## src/hdl/rlp_enc_pkg.sv

```systemverilog
`timescale 1ns / 1ps

package rlp_enc_pkg;

  // request function codes
  localparam logic [2:0] FN_PUSH     = 3'd0;
  localparam logic [2:0] FN_FIN_STR  = 3'd1;
  localparam logic [2:0] FN_FIN_INT  = 3'd2;
  localparam logic [2:0] FN_HDR_STR  = 3'd3;
  localparam logic [2:0] FN_HDR_LIST = 3'd4;

  localparam logic [7:0] OFS_STRING  = 8'h80;
  localparam logic [7:0] OFS_LIST    = 8'hC0;
  localparam logic [7:0] SHORT_LIMIT = 8'd56;
  localparam logic [7:0] LONG_BASE   = 8'd55;

  typedef enum logic [1:0] {
    EM_NONE,
    EM_HEAD,
    EM_LEN,
    EM_PAY
  } emit_e;

  typedef struct packed {
    logic  push;
    logic  load;
    emit_e emit;
    logic  last;
  } cmd_t;

  typedef struct packed {
    logic slot_free;
    logic nlen_zero;
    logic nlen_one;
    logic pay_zero;
    logic pay_one;
  } status_t;

endpackage

```

## src/hdl/rlp_item_encoder.sv

```systemverilog
// RLP item encoder.
// Input channel (in_valid_i / in_stall_o) carries one request per beat:
// func_i selects push byte, finish as string, finish as integer, string
// header or list header; data_byte_i and length_i carry the operands.
// Output channel (out_valid_o / out_stall_i) carries one encoded byte per
// beat, with last_o on the final byte of a run and overflow_o set on every
// byte of a finish run when pushed bytes were dropped.
// Flow: a push is accepted without stalling the input and never produces
// output. A finish or header request holds the input while its run of B
// bytes (header, length bytes, payload) goes out, one byte per cycle from
// the output register while the receiver does not stall; the payload is read
// from the item buffer RAM one address per cycle under the same condition.
// A stalled receiver holds the output register and freezes the run; the
// input stays stalled until the last byte has been loaded.
// Reset clears the byte count and the overflow flag; the buffer RAM is not
// cleared and needs no clearing pass.
`timescale 1ns / 1ps

module rlp_item_encoder import rlp_enc_pkg::*; #(
  parameter int MAX_ITEM_BYTES = 32
) (
  input  logic        clk_i,
  input  logic        rst_ni,
  input  logic        in_valid_i,
  output logic        in_stall_o,
  input  logic [2:0]  func_i,
  input  logic [7:0]  data_byte_i,
  input  logic [31:0] length_i,
  output logic        out_valid_o,
  input  logic        out_stall_i,
  output logic [7:0]  out_byte_o,
  output logic        last_o,
  output logic        overflow_o
);

  cmd_t    cmd;
  status_t status;

  rlp_enc_ctrl u_ctrl (
    .clk_i      (clk_i),
    .rst_ni     (rst_ni),
    .in_valid_i (in_valid_i),
    .func_i     (func_i),
    .in_stall_o (in_stall_o),
    .status_i   (status),
    .cmd_o      (cmd)
  );

  rlp_enc_dp #(
    .MAX_ITEM_BYTES (MAX_ITEM_BYTES)
  ) u_dp (
    .clk_i       (clk_i),
    .rst_ni      (rst_ni),
    .func_i      (func_i),
    .data_byte_i (data_byte_i),
    .length_i    (length_i),
    .cmd_i       (cmd),
    .status_o    (status),
    .out_stall_i (out_stall_i),
    .out_valid_o (out_valid_o),
    .out_byte_o  (out_byte_o),
    .last_o      (last_o),
    .overflow_o  (overflow_o)
  );

`ifndef NO_ASSERTIONS
  // a byte on offer that is not the last of its run means the run is still going
  a_run_busy: assert property (@(posedge clk_i) disable iff (!rst_ni)
    out_valid_o && !out_stall_i && !last_o |-> in_stall_o)
    else $error("input freed before run finished");

  // a push never starts an output run
  a_push_free: assert property (@(posedge clk_i) disable iff (!rst_ni)
    in_valid_i && !in_stall_o && func_i == FN_PUSH |=> !in_stall_o)
    else $error("push request stalled the input");

  // a finish or header request always starts a run
  a_run_start: assert property (@(posedge clk_i) disable iff (!rst_ni)
    in_valid_i && !in_stall_o && (func_i == FN_FIN_STR || func_i == FN_FIN_INT ||
    func_i == FN_HDR_STR || func_i == FN_HDR_LIST) |=> in_stall_o)
    else $error("encode request did not start a run");
`endif

endmodule

```

## src/hdl/rlp_enc_ctrl.sv

```systemverilog
`timescale 1ns / 1ps

module rlp_enc_ctrl import rlp_enc_pkg::*; (
  input  logic       clk_i,
  input  logic       rst_ni,
  input  logic       in_valid_i,
  input  logic [2:0] func_i,
  output logic       in_stall_o,
  input  status_t    status_i,
  output cmd_t       cmd_o
);

  localparam logic [1:0] S_IDLE = 2'd0;
  localparam logic [1:0] S_HEAD = 2'd1;
  localparam logic [1:0] S_LEN  = 2'd2;
  localparam logic [1:0] S_PAY  = 2'd3;

  logic [1:0] state_q, state_d;
  logic       acc;

  assign in_stall_o = (state_q != S_IDLE);
  assign acc        = in_valid_i && (state_q == S_IDLE);

  always_comb begin
    state_d     = state_q;
    cmd_o.push  = 1'b0;
    cmd_o.load  = 1'b0;
    cmd_o.emit  = EM_NONE;
    cmd_o.last  = 1'b0;
    unique case (state_q)
      S_IDLE: begin
        if (acc) begin
          unique case (func_i) inside
            FN_PUSH: cmd_o.push = 1'b1;
            FN_FIN_STR, FN_FIN_INT, FN_HDR_STR, FN_HDR_LIST: begin
              cmd_o.load = 1'b1;
              state_d    = S_HEAD;
            end
            default: ;
          endcase
        end
      end
      S_HEAD: begin
        if (status_i.slot_free) begin
          cmd_o.emit = EM_HEAD;
          cmd_o.last = status_i.nlen_zero && status_i.pay_zero;
          if (!status_i.nlen_zero) state_d = S_LEN;
          else if (!status_i.pay_zero) state_d = S_PAY;
          else state_d = S_IDLE;
        end
      end
      S_LEN: begin
        if (status_i.slot_free) begin
          cmd_o.emit = EM_LEN;
          cmd_o.last = status_i.nlen_one && status_i.pay_zero;
          if (status_i.nlen_one) state_d = status_i.pay_zero ? S_IDLE : S_PAY;
        end
      end
      S_PAY: begin
        if (status_i.slot_free) begin
          cmd_o.emit = EM_PAY;
          cmd_o.last = status_i.pay_one;
          if (status_i.pay_one) state_d = S_IDLE;
        end
      end
      default: state_d = S_IDLE;
    endcase
  end

  always_ff @(posedge clk_i or negedge rst_ni) begin
    if (!rst_ni) begin
      state_q <= S_IDLE;
    end else begin
      state_q <= state_d;
    end
  end

endmodule

```

## src/hdl/rlp_enc_dp.sv

```systemverilog
`timescale 1ns / 1ps

module rlp_enc_dp import rlp_enc_pkg::*; #(
  parameter int MAX_ITEM_BYTES = 32
) (
  input  logic        clk_i,
  input  logic        rst_ni,
  input  logic [2:0]  func_i,
  input  logic [7:0]  data_byte_i,
  input  logic [31:0] length_i,
  input  cmd_t        cmd_i,
  output status_t     status_o,
  input  logic        out_stall_i,
  output logic        out_valid_o,
  output logic [7:0]  out_byte_o,
  output logic        last_o,
  output logic        overflow_o
);

  localparam int CW = $clog2(MAX_ITEM_BYTES + 1);
  localparam int AW = $clog2(MAX_ITEM_BYTES);
  localparam logic [CW-1:0] MaxCnt = CW'(MAX_ITEM_BYTES);

  logic [7:0]    mem [MAX_ITEM_BYTES];
  logic [7:0]    rdata_q;

  logic [CW-1:0] count_q, lead_q;
  logic          nz_seen_q, ovf_flag_q;
  logic [7:0]    first_byte_q, first_nz_q;

  logic [7:0]    head_q;
  logic [2:0]    nlen_q;
  logic [31:0]   lbytes_q;
  logic [CW-1:0] pay_cnt_q;
  logic [AW-1:0] rd_ptr_q, rd_ptr_d;
  logic          run_ovf_q;

  logic          out_valid_q, last_q, ovf_q;
  logic [7:0]    out_byte_q, out_byte_d;

  logic          is_fin, is_int, room, raw;
  logic [CW-1:0] start, plen;
  logic [7:0]    sel_byte, ofs;
  logic [2:0]    n_hdr;
  logic [7:0]    ld_head;
  logic [2:0]    ld_nlen;
  logic [31:0]   ld_lbytes;
  logic [CW-1:0] ld_pay;

  assign is_int   = (func_i == FN_FIN_INT);
  assign is_fin   = (func_i == FN_FIN_STR) || is_int;
  assign room     = (count_q != MaxCnt);
  assign start    = is_int ? lead_q : '0;
  assign plen     = count_q - start;
  assign sel_byte = is_int ? first_nz_q : first_byte_q;
  assign raw      = (plen == CW'(1)) && (sel_byte < OFS_STRING);
  assign ofs      = (func_i == FN_HDR_LIST) ? OFS_LIST : OFS_STRING;

  always_comb begin
    if (length_i[31:24] != 8'd0) n_hdr = 3'd4;
    else if (length_i[23:16] != 8'd0) n_hdr = 3'd3;
    else if (length_i[15:8] != 8'd0) n_hdr = 3'd2;
    else n_hdr = 3'd1;
  end

  always_comb begin
    ld_head   = 8'd0;
    ld_nlen   = 3'd0;
    ld_lbytes = 32'd0;
    ld_pay    = '0;
    if (is_fin) begin
      if (raw) begin
        ld_head = sel_byte;
      end else if (8'(plen) < SHORT_LIMIT) begin
        ld_head = OFS_STRING + 8'(plen);
        ld_pay  = plen;
      end else begin
        ld_head   = OFS_STRING + LONG_BASE + 8'd1;
        ld_nlen   = 3'd1;
        ld_lbytes = {8'(plen), 24'd0};
        ld_pay    = plen;
      end
    end else if (length_i < 32'(SHORT_LIMIT)) begin
      ld_head = ofs + length_i[7:0];
    end else begin
      ld_head = ofs + LONG_BASE + 8'(n_hdr);
      ld_nlen = n_hdr;
      case (n_hdr)
        3'd1:    ld_lbytes = {length_i[7:0], 24'd0};
        3'd2:    ld_lbytes = {length_i[15:0], 16'd0};
        3'd3:    ld_lbytes = {length_i[23:0], 8'd0};
        default: ld_lbytes = length_i;
      endcase
    end
  end

  // read address runs one step ahead so rdata_q always matches rd_ptr_q
  always_comb begin
    rd_ptr_d = rd_ptr_q;
    if (cmd_i.load) rd_ptr_d = start[AW-1:0];
    else if (cmd_i.emit == EM_PAY) rd_ptr_d = rd_ptr_q + AW'(1);
  end

  always_ff @(posedge clk_i) begin
    if (cmd_i.push && room) mem[count_q[AW-1:0]] <= data_byte_i;
    rdata_q <= mem[rd_ptr_d];
  end

  always_ff @(posedge clk_i or negedge rst_ni) begin
    if (!rst_ni) begin
      count_q    <= '0;
      lead_q     <= '0;
      nz_seen_q  <= 1'b0;
      ovf_flag_q <= 1'b0;
    end else if (cmd_i.push) begin
      if (room) begin
        count_q <= count_q + CW'(1);
        if (!nz_seen_q) begin
          if (data_byte_i == 8'd0) lead_q <= lead_q + CW'(1);
          else nz_seen_q <= 1'b1;
        end
      end else begin
        ovf_flag_q <= 1'b1;
      end
    end else if (cmd_i.load && is_fin) begin
      count_q    <= '0;
      lead_q     <= '0;
      nz_seen_q  <= 1'b0;
      ovf_flag_q <= 1'b0;
    end
  end

  always_ff @(posedge clk_i) begin
    if (cmd_i.push && room) begin
      if (count_q == '0) first_byte_q <= data_byte_i;
      if (!nz_seen_q && data_byte_i != 8'd0) first_nz_q <= data_byte_i;
    end
  end

  always_ff @(posedge clk_i or negedge rst_ni) begin
    if (!rst_ni) begin
      nlen_q    <= 3'd0;
      pay_cnt_q <= '0;
      rd_ptr_q  <= '0;
    end else begin
      rd_ptr_q <= rd_ptr_d;
      if (cmd_i.load) begin
        nlen_q    <= ld_nlen;
        pay_cnt_q <= ld_pay;
      end else if (cmd_i.emit == EM_LEN) begin
        nlen_q <= nlen_q - 3'd1;
      end else if (cmd_i.emit == EM_PAY) begin
        pay_cnt_q <= pay_cnt_q - CW'(1);
      end
    end
  end

  always_ff @(posedge clk_i) begin
    if (cmd_i.load) begin
      head_q    <= ld_head;
      lbytes_q  <= ld_lbytes;
      run_ovf_q <= is_fin && ovf_flag_q;
    end else if (cmd_i.emit == EM_LEN) begin
      lbytes_q <= {lbytes_q[23:0], 8'd0};
    end
  end

  always_comb begin
    case (cmd_i.emit)
      EM_HEAD: out_byte_d = head_q;
      EM_LEN:  out_byte_d = lbytes_q[31:24];
      default: out_byte_d = rdata_q;
    endcase
  end

  always_ff @(posedge clk_i or negedge rst_ni) begin
    if (!rst_ni) begin
      out_valid_q <= 1'b0;
    end else if (cmd_i.emit != EM_NONE) begin
      out_valid_q <= 1'b1;
    end else if (!out_stall_i) begin
      out_valid_q <= 1'b0;
    end
  end

  always_ff @(posedge clk_i) begin
    if (cmd_i.emit != EM_NONE) begin
      out_byte_q <= out_byte_d;
      last_q     <= cmd_i.last;
      ovf_q      <= run_ovf_q;
    end
  end

  assign status_o.slot_free = !out_valid_q || !out_stall_i;
  assign status_o.nlen_zero = (nlen_q == 3'd0);
  assign status_o.nlen_one  = (nlen_q == 3'd1);
  assign status_o.pay_zero  = (pay_cnt_q == '0);
  assign status_o.pay_one   = (pay_cnt_q == CW'(1));

  assign out_valid_o = out_valid_q;
  assign out_byte_o  = out_byte_q;
  assign last_o      = last_q;
  assign overflow_o  = ovf_q;

endmodule

```

## config.mk

```make
export PLATFORM = sky130hd
export DESIGN_NAME = rlp_item_encoder
export DESIGN_NICKNAME = d
export VERILOG_FILES = /design/src/hdl/rlp_enc_pkg.sv /design/src/hdl/rlp_item_encoder.sv /design/src/hdl/rlp_enc_ctrl.sv /design/src/hdl/rlp_enc_dp.sv
export SDC_FILE = /design/constraint.sdc
export NUM_CORES = 1
export LEC_CHECK = 0
export BUFFER_PORTS_ARGS = -buffer_cell sky130_fd_sc_hd__clkbuf_2
export CORE_UTILIZATION = 60
export DETAILED_ROUTE_END_ITERATION = 7
export HOLD_SLACK_MARGIN = 0.1
export PLACE_DENSITY_LB_ADDON = 0.25
export REMOVE_ABC_BUFFERS = 1
export SLEW_MARGIN = 20
export SYNTH_ARGS = -nofsm -noshare
export SYNTH_HDL_FRONTEND = slang
export SYNTH_SLANG_ARGS = --single-unit
```

## constraint.sdc

```tcl
create_clock -name clk_i -period 5.53 [get_ports clk_i]
set_input_delay 0.2765 -clock clk_i [delete_from_list [all_inputs] [get_ports clk_i]]
set_output_delay 0.2765 -clock clk_i [all_outputs]
set_load 0.05 [all_outputs]
```

-- Word level (Yosys, flattened, before mapping)
Memory sizes are Yosys's and may differ from the RTL's. A register that Yosys moved wholly into a read port is not among the register bits.
Index checks and enable logic that the tools add are counted.
- output and inout port bits: 12
- input port bits: 47
- word-level logic and storage cells: 164
- memories kept: 1
- register bits: 98
- memory bits (writable): 256
- memories (name ; words ; bits a word ; rd ports ; clocked after memory_dff ; write ports ; RTL line ; text):
    u_dp.mem ; 32 ; 8 ; 1 ; 1 ; 1 ; rlp_enc_dp.sv:24 ; logic [7:0] mem [MAX_ITEM_BYTES];
- equality and inequality tests: 30
- reduce and logical (&&, ||, !) cells: 36
- order comparisons: 3
- muxes and demuxes: 67
- $add $sub $neg: 10
- operators by type and width (operator ; number):
    2-to-1 mux 32 bit ; 5
    case mux 32 bit (3 select lines) ; 1
    2-to-1 mux 6 bit ; 13
    2-to-1 mux 8 bit ; 5
    < comparator 32 x 6 -> 1 bit, second input constant ; 1
    nonzero test 8 bit ; 4
    2-to-1 mux 30 bit ; 1
    2-to-1 mux 2 bit ; 14
    2-to-1 mux 3 bit ; 8
    != test 2 bit, second input constant ; 8
    case mux 8 bit (2 select lines) ; 1
    2-to-1 mux 1 bit ; 14
    adder 6 x 1 -> 6 bit, second input constant ; 2
    == test 3 x 2 -> 1 bit, second input constant ; 4
    == test 6 x 1 -> 1 bit, second input constant ; 2
    zero test 6 bit ; 2
    2-to-1 mux 5 bit ; 2
    != test 2 x 1 -> 1 bit, second input constant ; 5
    AND reduction 2 bit ; 5
    nonzero test 2 bit ; 5
    == test 3 x 1 -> 1 bit, second input constant ; 3
    case mux 3 bit (3 select lines) ; 1
    adder 8 x 3 -> 8 bit ; 1
    adder 8 x 6 -> 8 bit, first input constant ; 1
    other kinds (23) ; 38

-- Longest topological paths before layout
Gate-level depths: netlist (run 1).
- depth after elaboration: 9
- mapped depth: 13
- gate-level depth less buffers: 11

-- Cells and area by module
From an unflattened synthesis (run 1), not the netlist that was laid out.
- cell total of the unflattened synthesis: 1089
- area, all modules: 15975.3 sq um
- modules (own cells, without submodules) (module ; cells each ; area each (sq um) ; seq. area each (sq um) ; instances):
    rlp_enc_dp ; 1063 ; 15776.4 ; 10585.2 ; 1
    rlp_enc_ctrl ; 26 ; 198.9 ; 50.0 ; 1

-- Worst setup path after synthesis (run 1)
Ideal clock, no wire load.
- kind: input port to flip-flop
- start point: input func_i[1]
- end point: register u_dp.head_q[0] (data pin)
- arrival: 3.029 ns
- stages: 11
- slack: 2.231 ns
- buffers on the path: 3
- required time: 5.261 ns
- library setup time: 0.269 ns
- cells stage by stage: clkbuf_1 -> nor3b_1 -> buf_2 -> nand2_1 -> ha_1 -> a21o_1 -> or3_1 -> clkbuf_1 -> a2111oi_4 -> mux2i_1 -> a21oi_1
- word-level cells in the longest chain between the ends: 7
- elaborated cells between the ends (all ways): 14
- those cells by class: 2 x add/sub; 2 x order compare; 3 x eq/ne; 5 x mux; 2 x reduce/logical
- ends and longest elaborated chain (what ; RTL line ; text):
    from (decl) ; rlp_item_encoder.sv:26 ; input logic [2:0] func_i,
    == test 3 x 2 -> 1 bit ; rlp_enc_dp.sv:50 ; assign is_int = (func_i == FN_FIN_INT);
    2-to-1 mux 6 bit ; rlp_enc_dp.sv:53 ; assign start = is_int ? lead_q : '0;
    subtractor 6 bit ; rlp_enc_dp.sv:54 ; assign plen = count_q - start;
    adder 8 x 6 -> 8 bit (tied with other cells) ; rlp_enc_dp.sv:75 ; ld_head = OFS_STRING + 8'(plen);
    2-to-1 mux 8 bit or logical AND 1 bit (tied branches) ; rlp_enc_dp.sv:74, rlp_enc_dp.sv:56 ;
    2-to-1 mux 8 bit ; rlp_enc_dp.sv:72 ; if (raw) begin
    2-to-1 mux 8 bit * ; rlp_enc_dp.sv:71 ; if (is_fin) begin
    via u_dp.ld_head[0] ; rlp_enc_dp.sv:45 ; logic [7:0] ld_head;
    to (signal assigned) ; rlp_enc_dp.sv:160 ; head_q <= ld_head;
    to (decl) ; rlp_enc_dp.sv:31 ; logic [7:0] head_q;
The timed path passes the listed nets; every way through them passes the cells marked *.
A chain may end at the register's enable or synchronous reset.

-- Final worst setup path (run 1)
- start point: register u_ctrl.state_q[0]
- end point: register u_dp.rdata_q[3] (read register of u_dp.mem)
- word-level cells in the longest chain between the ends: 5
- elaborated cells between the ends (all ways): 11
- those cells by class: 4 x eq/ne; 5 x mux; 2 x reduce/logical
- ends and longest elaborated chain (what ; RTL line ; text):
    from (decl) ; rlp_enc_ctrl.sv:18 ; logic [1:0] state_q, state_d;
    from (signal assigned) ; rlp_enc_ctrl.sv:74 ; state_q <= state_d;
    == test 2 bit (tied with other cells) ; rlp_enc_ctrl.sv:30 ; unique case (state_q)
    case mux 3 bit (3 select lines) or logical AND 1 bit (tied branches) ; rlp_enc_ctrl.sv:30, rlp_enc_ctrl.sv:22 ;
    == test 2 bit or 2-to-1 mux 2 bit (tied branches) ; rlp_enc_dp.sv:101, rlp_enc_ctrl.sv:32 ;
    2-to-1 mux 5 bit or 2-to-1 mux 2 bit (tied branches) ; rlp_enc_dp.sv:101, rlp_enc_ctrl.sv:30 ;
    2-to-1 mux 5 bit * ; rlp_enc_dp.sv:100 ; if (cmd_i.load) rd_ptr_d = start[AW-1:0];
    to (decl) ; rlp_enc_dp.sv:25 ; logic [7:0] rdata_q;
Every way passes the cells marked *; elsewhere a longest branch is shown, timed or not.

==> results.md, run 1 <==
* Status: completed
* Yosys warnings at 0
* Die area at 26,900 um2
* Layout cells sized above 1 at 0.117
* Crit path buf inv count at 2
* Max-slew violations at 0
* CP startpoint kind: flop
* Tot GR Track Use at 0.288
* Dominant synthesized flop cell: edfxtp_1
* Clk_skew at 14.9 ps
* CP Data Arrival Time at 4560 ps
* Final wirelength at 37.9 mm
* Most common cell after layout, fill and taps aside: edfxtp_1
* Root Driver: clkbuf_16
* Post-DRT Antenna Nets at 0
* # rows at 58
* Slew @ Worst Pin at 1080 ps
* Flops & latches, synth at 362
* Post-Synthesis Cells at 1,256
* Die X-Extent at 164 um
* IO Pins at 59
* TritonCTS Sinks at 362
* Final hold violation count at 0
* Post_cts resized at 0
* Vias in the first global route at 10,264
* H-tree levels at 2
* FMAX at 239 MHz
* Max stage delay on crit path at 770 ps
* DR DRC count at 0
* Crit path capture type: flop
* Crit-path leading delay family: simple AND/OR/NAND/NOR gates
* Setup TNS at 0 ps
* Avg Cell Area, Syn at 12.5 um2
* Vias at 10,720
* DRT iter0 DRCs at 1,226
* First-pass GRT wire length at 57.9 mm
* Seq/Total Area, Yosys at 0.675
* Clock tree buffer depth at 3
* Grt total ovfl at 0
* Initial antenna violation count at 0
* Synth cell types at 69
* Final instance area at 17,500 um2
* Chip Height at 164 um
* Critical path's slowest cell: or4_1
* CTS tree: done
* Hold buffer count at cts at 3
* Dpl hpwl at 23.5 mm
* Synth Cell Area at 15,800 um2
* Crit path cell chain: or3b_1, or4_1, nand2_4, clkinv_2, buf_12, a21oi_1, a32oi_1, o32ai_1, nor4_2
* Peak supply drop at 0.429 mV
* Clock latency on the worst-skew pair at 520 ps
* Area growth syn-to-layout at 10.7%
* Pin count of the biggest net entering global routing at 95
* Final std cells w/o fill at 1,658
* TritonCTS Buffers at 38
* Critical path fanouts, max at 42
* P per Cell Area at 516 nW/um2
* Type of the worst setup path: flop to flop
* RSZ-0062 raised after global routing: no
* # fillers at 1,798
* Max-cap viol count at 0
* Area after DPL at 16,300 um2
* Most frequent cells in the layout: 323 x edfxtp_1, 243 x nand2_1, 107 x a21oi_1
* Nets@finish at 1,371
* Ant diodes at 0
* Worst hold-check path type: input pin to flop
* Core area at 25,500 um2
* Port buffer count at 58
* Critical Path RT at 5910 ps
* Total leakage power at 6.08 nW
* Placed cell count at 1,589
* Post-CTS Setup Bufs at 0
* Setup violators final at 0
* Ys async rst share at 0.0856
* Max transition margin at 0.276
* Gpl congestion at 0.868
* Post-DR wirelength/cell at 22.8 um
* DR vias/cell at 6.47
* Final hold slack at 154 ps
* Crit path time final at 4180 ps
* TritonRoute pass-1 iters at 6
* Clock transition at path regs at 60 ps
* Number of synthesized flops with an enable pin at 323
* Initial Utilization at 0.619
* Crit share post-route at 0.757
registers in the layout (all words and copies together) (netlist names), 2 cells and up:
signal             cells
u_dp.nlen_q            3
u_dp.lbytes_q         32
u_dp.first_byte_q      8
u_dp.head_q            8
u_dp.lead_q            6
u_dp.rd_ptr_q          5
u_dp.out_byte_o        8
u_dp.count_q           6
u_dp.rdata_q           8
u_dp.first_nz_q        8
u_dp.pay_cnt_q         6
u_dp.mem             256
u_ctrl.state_q         2
synthesized netlist by cell type (16+ instances only):
cell type / number / area (um2)
a32oi_1: 50 / 438
nand2_1: 243 / 912
o22ai_1: 16 / 100
a22oi_1: 20 / 150
nor2_1: 68 / 255
dfrtp_1: 31 / 776
o21ai_0: 45 / 225
edfxtp_1: 323 / 9700
clkbuf_1: 39 / 146
nand3_1: 21 / 105
inv_1: 19 / 71.3
ha_1: 21 / 263
a21oi_1: 107 / 536
buf_2: 18 / 90.1
path summary, 6_finish.rpt:
check	start	to	slack, ps	cells after the start
min in group asynchronous	rst_ni	u_dp.nlen_q[0]	400	2
setup / recovery	u_ctrl.state_q[0]	u_dp.rdata_q[3]	1350	9
hold reg to reg	u_dp.run_ovf_q	u_dp.overflow_o	420	0
max in group asynchronous	rst_ni	u_dp.rd_ptr_q[4]	4620	2
hold / removal	length_i[3]	u_dp.lbytes_q[3]	150	2
setup reg to reg	u_ctrl.state_q[0]	u_dp.rdata_q[3]	1350	9
cell families (layout without fill, tap and decap cells):
logic type	after synthesis	count (layout)	synth area share
and+or+nand+nor	414	414	0.117
AOI/OAI and AO/OA	324	324	0.140
DFF	362	362	0.675
buffers and inverters	96	168	0.0272
muxes	19	19	0.0129
adders and majority gates	22	22	0.0179
xor gates and xnor gates	19	19	0.0106
through the flow:
step                      power, mW  setup slack (ps)   util
final                          9.00              1350  0.685
after global routing           9.43              1060  0.685
after CTS                      8.97              1380  0.685
after detailed placement       6.62              1390  0.639
after global placement         6.52              1470  0.639
after floorplan                5.65              1410      -
report_power, final:
part           internal (mW)  leakage, nW  switching [mW]
Combinational           1.03         2.13            2.14
Clock                   1.35        0.553           0.995
Sequential              3.31         3.39           0.172
Total                   5.69         6.08            3.31
layout make-up:
type / instances / area [um2] / area share
Clock buffer: 45 / 977 / 0.0560
Clock inverter: 21 / 155 / 0.00889
Inverter: 24 / 92.6 / 0.00531
Multi-Input combinational cell: 798 / 4710 / 0.270
Sequential cell: 362 / 10600 / 0.609
Tap cell: 330 / 413 / 0.0237
Timing Repair Buffer: 78 / 473 / 0.0271
per-layer routing:
metal,global-route usage,routed length [um],vias up
li1,-,-,4863
met1,0.379,15200,5238
met2,0.484,18500,539
met3,0.0475,2900,80
met4,0.104,1230,0
met5,0,0,-
worst reg2reg max path, cell delays in order (launching register included):
cell and delay, ps:
dfrtp_1 520, or3b_1 570, or4_1 770, nand2_4 330, clkinv_2 560, buf_12 400, a21oi_1 200, a32oi_1 110
o32ai_1 480, nor4_2 100
No activity file was read; power rests on OpenSTA's default activity.
==> run 2, diff against run 1 <==
clock period = 4.1 ns   (was 5.53 ns; I/O delays follow)
==> run 2 against run 1 <==
Die area unchanged. Maximum frequency increased by 17%. Sequential power increased by 34%. Non-clock buffer count increased by 19. Combinational power increased by 41%. Clock skew decreased by 6.8 ps. Clock power increased by 38%. Critical path depth increased by 2. Setup slack got worse by 810 ps. Flip-flop and latch count unchanged. Critical path type unchanged. Critical endpoint is now u_dp.rdata_q[1]. Largest cell class unchanged.
==> results.md, run 2 (synthesis results as in run 1) <==
* Nets@finish at 1,390 (+1.4%)
* FMAX at 280 MHz (+17%)
* Slew @ Worst Pin at 945 ps (-137 ps)
* Tot GR Track Use at 0.293 (+0.00506)
* Grt total ovfl at 0 (unchanged)
* P per Cell Area at 702 nW/um2 (+36%)
* Final std cells w/o fill at 1,679 (+1.3%)
* Placed cell count at 1,603 (+0.88%)
* DP Worst Slack at 600 ps (-789 ps)
* Most common cell after layout, fill and taps aside: edfxtp_1
* Worst hold-check path type: input pin to flop
* Setup violators final at 0 (unchanged)
* Port buffer count at 58 (unchanged)
* Max-cap viol count at 0 (unchanged)
* Ant diodes at 0 (unchanged)
* DR DRC count at 0 (unchanged)
* Most frequent cells in the layout: 323 x edfxtp_1, 243 x nand2_1, 107 x a21oi_1
* Initial Utilization at 0.619 (unchanged)
* Die area at 26,900 um2 (unchanged)
* TritonCTS Sinks at 362 (unchanged)
* # rows at 58 (unchanged)
* H-tree levels at 2 (unchanged)
* TritonCTS Buffers at 38 (unchanged)
* Hold buffer count at cts at 8 (+5)
* Max reg flops at 256 (unchanged)
* Clock transition at path regs at 60 ps (about the same)
* Max-slew violations at 0 (unchanged)
* Area after DPL at 16,400 um2 (+0.80%)
* Crit path capture type: flop
* Final instance area at 17,700 um2 (+1.2%)
* Total leakage power at 6.19 nW (+1.9%)
* Gpl congestion at 0.876 (+0.93%)
* Chip Height at 164 um (unchanged)
* Root Driver: clkbuf_16
* Final hold slack at 112 ps (-42.0 ps)
* Layout cells sized above 1 at 0.128 (+0.0108)
* Status: completed
* Peak supply drop at 0.589 mV (+37%)
* CP startpoint kind: flop
* Vias at 10,801 (+0.76%)
* Post-layout util at 0.693 (+0.00810)
* Core area at 25,500 um2 (unchanged)
* Initial antenna violation count at 0 (unchanged)
* Max transition margin at 0.364 (+0.0883)
* Clock latency on the worst-skew pair at 520 ps (about the same)
* CTS tree: done
* RSZ-0062 raised after global routing: no
* Post-CTS Setup Bufs at 0 (unchanged)
* Critical Path RT at 4480 ps (-1430 ps)
* Die X-Extent at 164 um (unchanged)
* First-pass GRT wire length at 59.1 mm (+2.0%)
* Dpl hpwl at 24.2 mm (+2.9%)
* Pin count of the biggest net entering global routing at 122 (+28%)
* Crit path time final at 3570 ps (-617 ps)
* Total power draw at 12.4 mW (+38%)
* Final wirelength at 38.3 mm (+1.3%)
* Post-DRT Antenna Nets at 0 (unchanged)
* DR vias/cell at 6.43 (-0.50%)
* Vias in the first global route at 10,392 (+1.2%)
* IO Pins at 59 (unchanged)
* Final hold violation count at 0 (unchanged)
* TritonRoute pass-1 iters at 5 (-1)
* Clk_skew at 8.04 ps (-6.84 ps)
* Post_cts resized at 0 (unchanged)
* Area growth syn-to-layout at 12.0%
* Clock tree buffer depth at 3 (unchanged)
* CP Data Arrival Time at 3940 ps (-620 ps)
* Final setup margin at 533 ps (-813 ps)
* DRT iter0 DRCs at 1,404 (+15%)
* Post-DR wirelength/cell at 22.8 um (about the same)
* Crit share post-route at 0.870 (+0.113)
* Setup TNS at 0 ps (unchanged)
* Type of the worst setup path: flop to flop
* Critical path fanouts, max at 121 (+190%)
==> run 2: final timing paths <==
kind / from / endpoint / slack, ps / depth (start not counted)
worst max-delay path: u_ctrl.state_q[1] / u_dp.rdata_q[1] / 530 / 11
worst min-delay path: length_i[23] / u_dp.lbytes_q[23] / 110 / 3
worst max register to register: u_ctrl.state_q[1] / u_dp.rdata_q[1] / 530 / 11
worst min register to register: u_dp.run_ovf_q / u_dp.overflow_o / 440 / 0
max in group asynchronous: rst_ni / u_dp.rd_ptr_q[3] / 3260 / 2
min in group asynchronous: rst_ni / u_dp.pay_cnt_q[5] / 320 / 2
==> run 2: layout make-up <==
type | instances | area, um2
repair buffers | 97 | 653
inverters | 24 | 92.6
multi-input cells | 798 | 4700
well taps | 330 | 413
flip-flops and latches | 362 | 10600
clock inverters | 20 | 154
clock buffers | 48 | 1010
fillers | 1754 | 7810
==> run 2: power by group <==
part / total, mW / switching [mW] / internal [mW] / leakage [nW]
clock network: 3.25 / 1.38 / 1.87 / 0.567
registers: 4.67 / 0.199 / 4.47 / 3.39
logic: 4.48 / 3.03 / 1.44 / 2.23
total: 12.4 / 4.61 / 7.78 / 6.19
==> run 2: per-layer routing <==
layer	GRT usage	part of all wire	wire length, um
met5	0	0	0
met4	0.113	0.032	1250
met1	0.395	0.40	15200
met3	0.0492	0.086	3290
met2	0.478	0.49	18600
==> run 2: critical path, stage by stage, from the launching register on <==
cell,delay (ps)
dfrtp_1,510
and2_1,230
ha_1,320
mux2_2,380
a31oi_1,140
a21o_1,290
clkinv_2,130
buf_12,260
a21oi_1,190
a32oi_1,110
o32ai_1,680
nor4_2,110
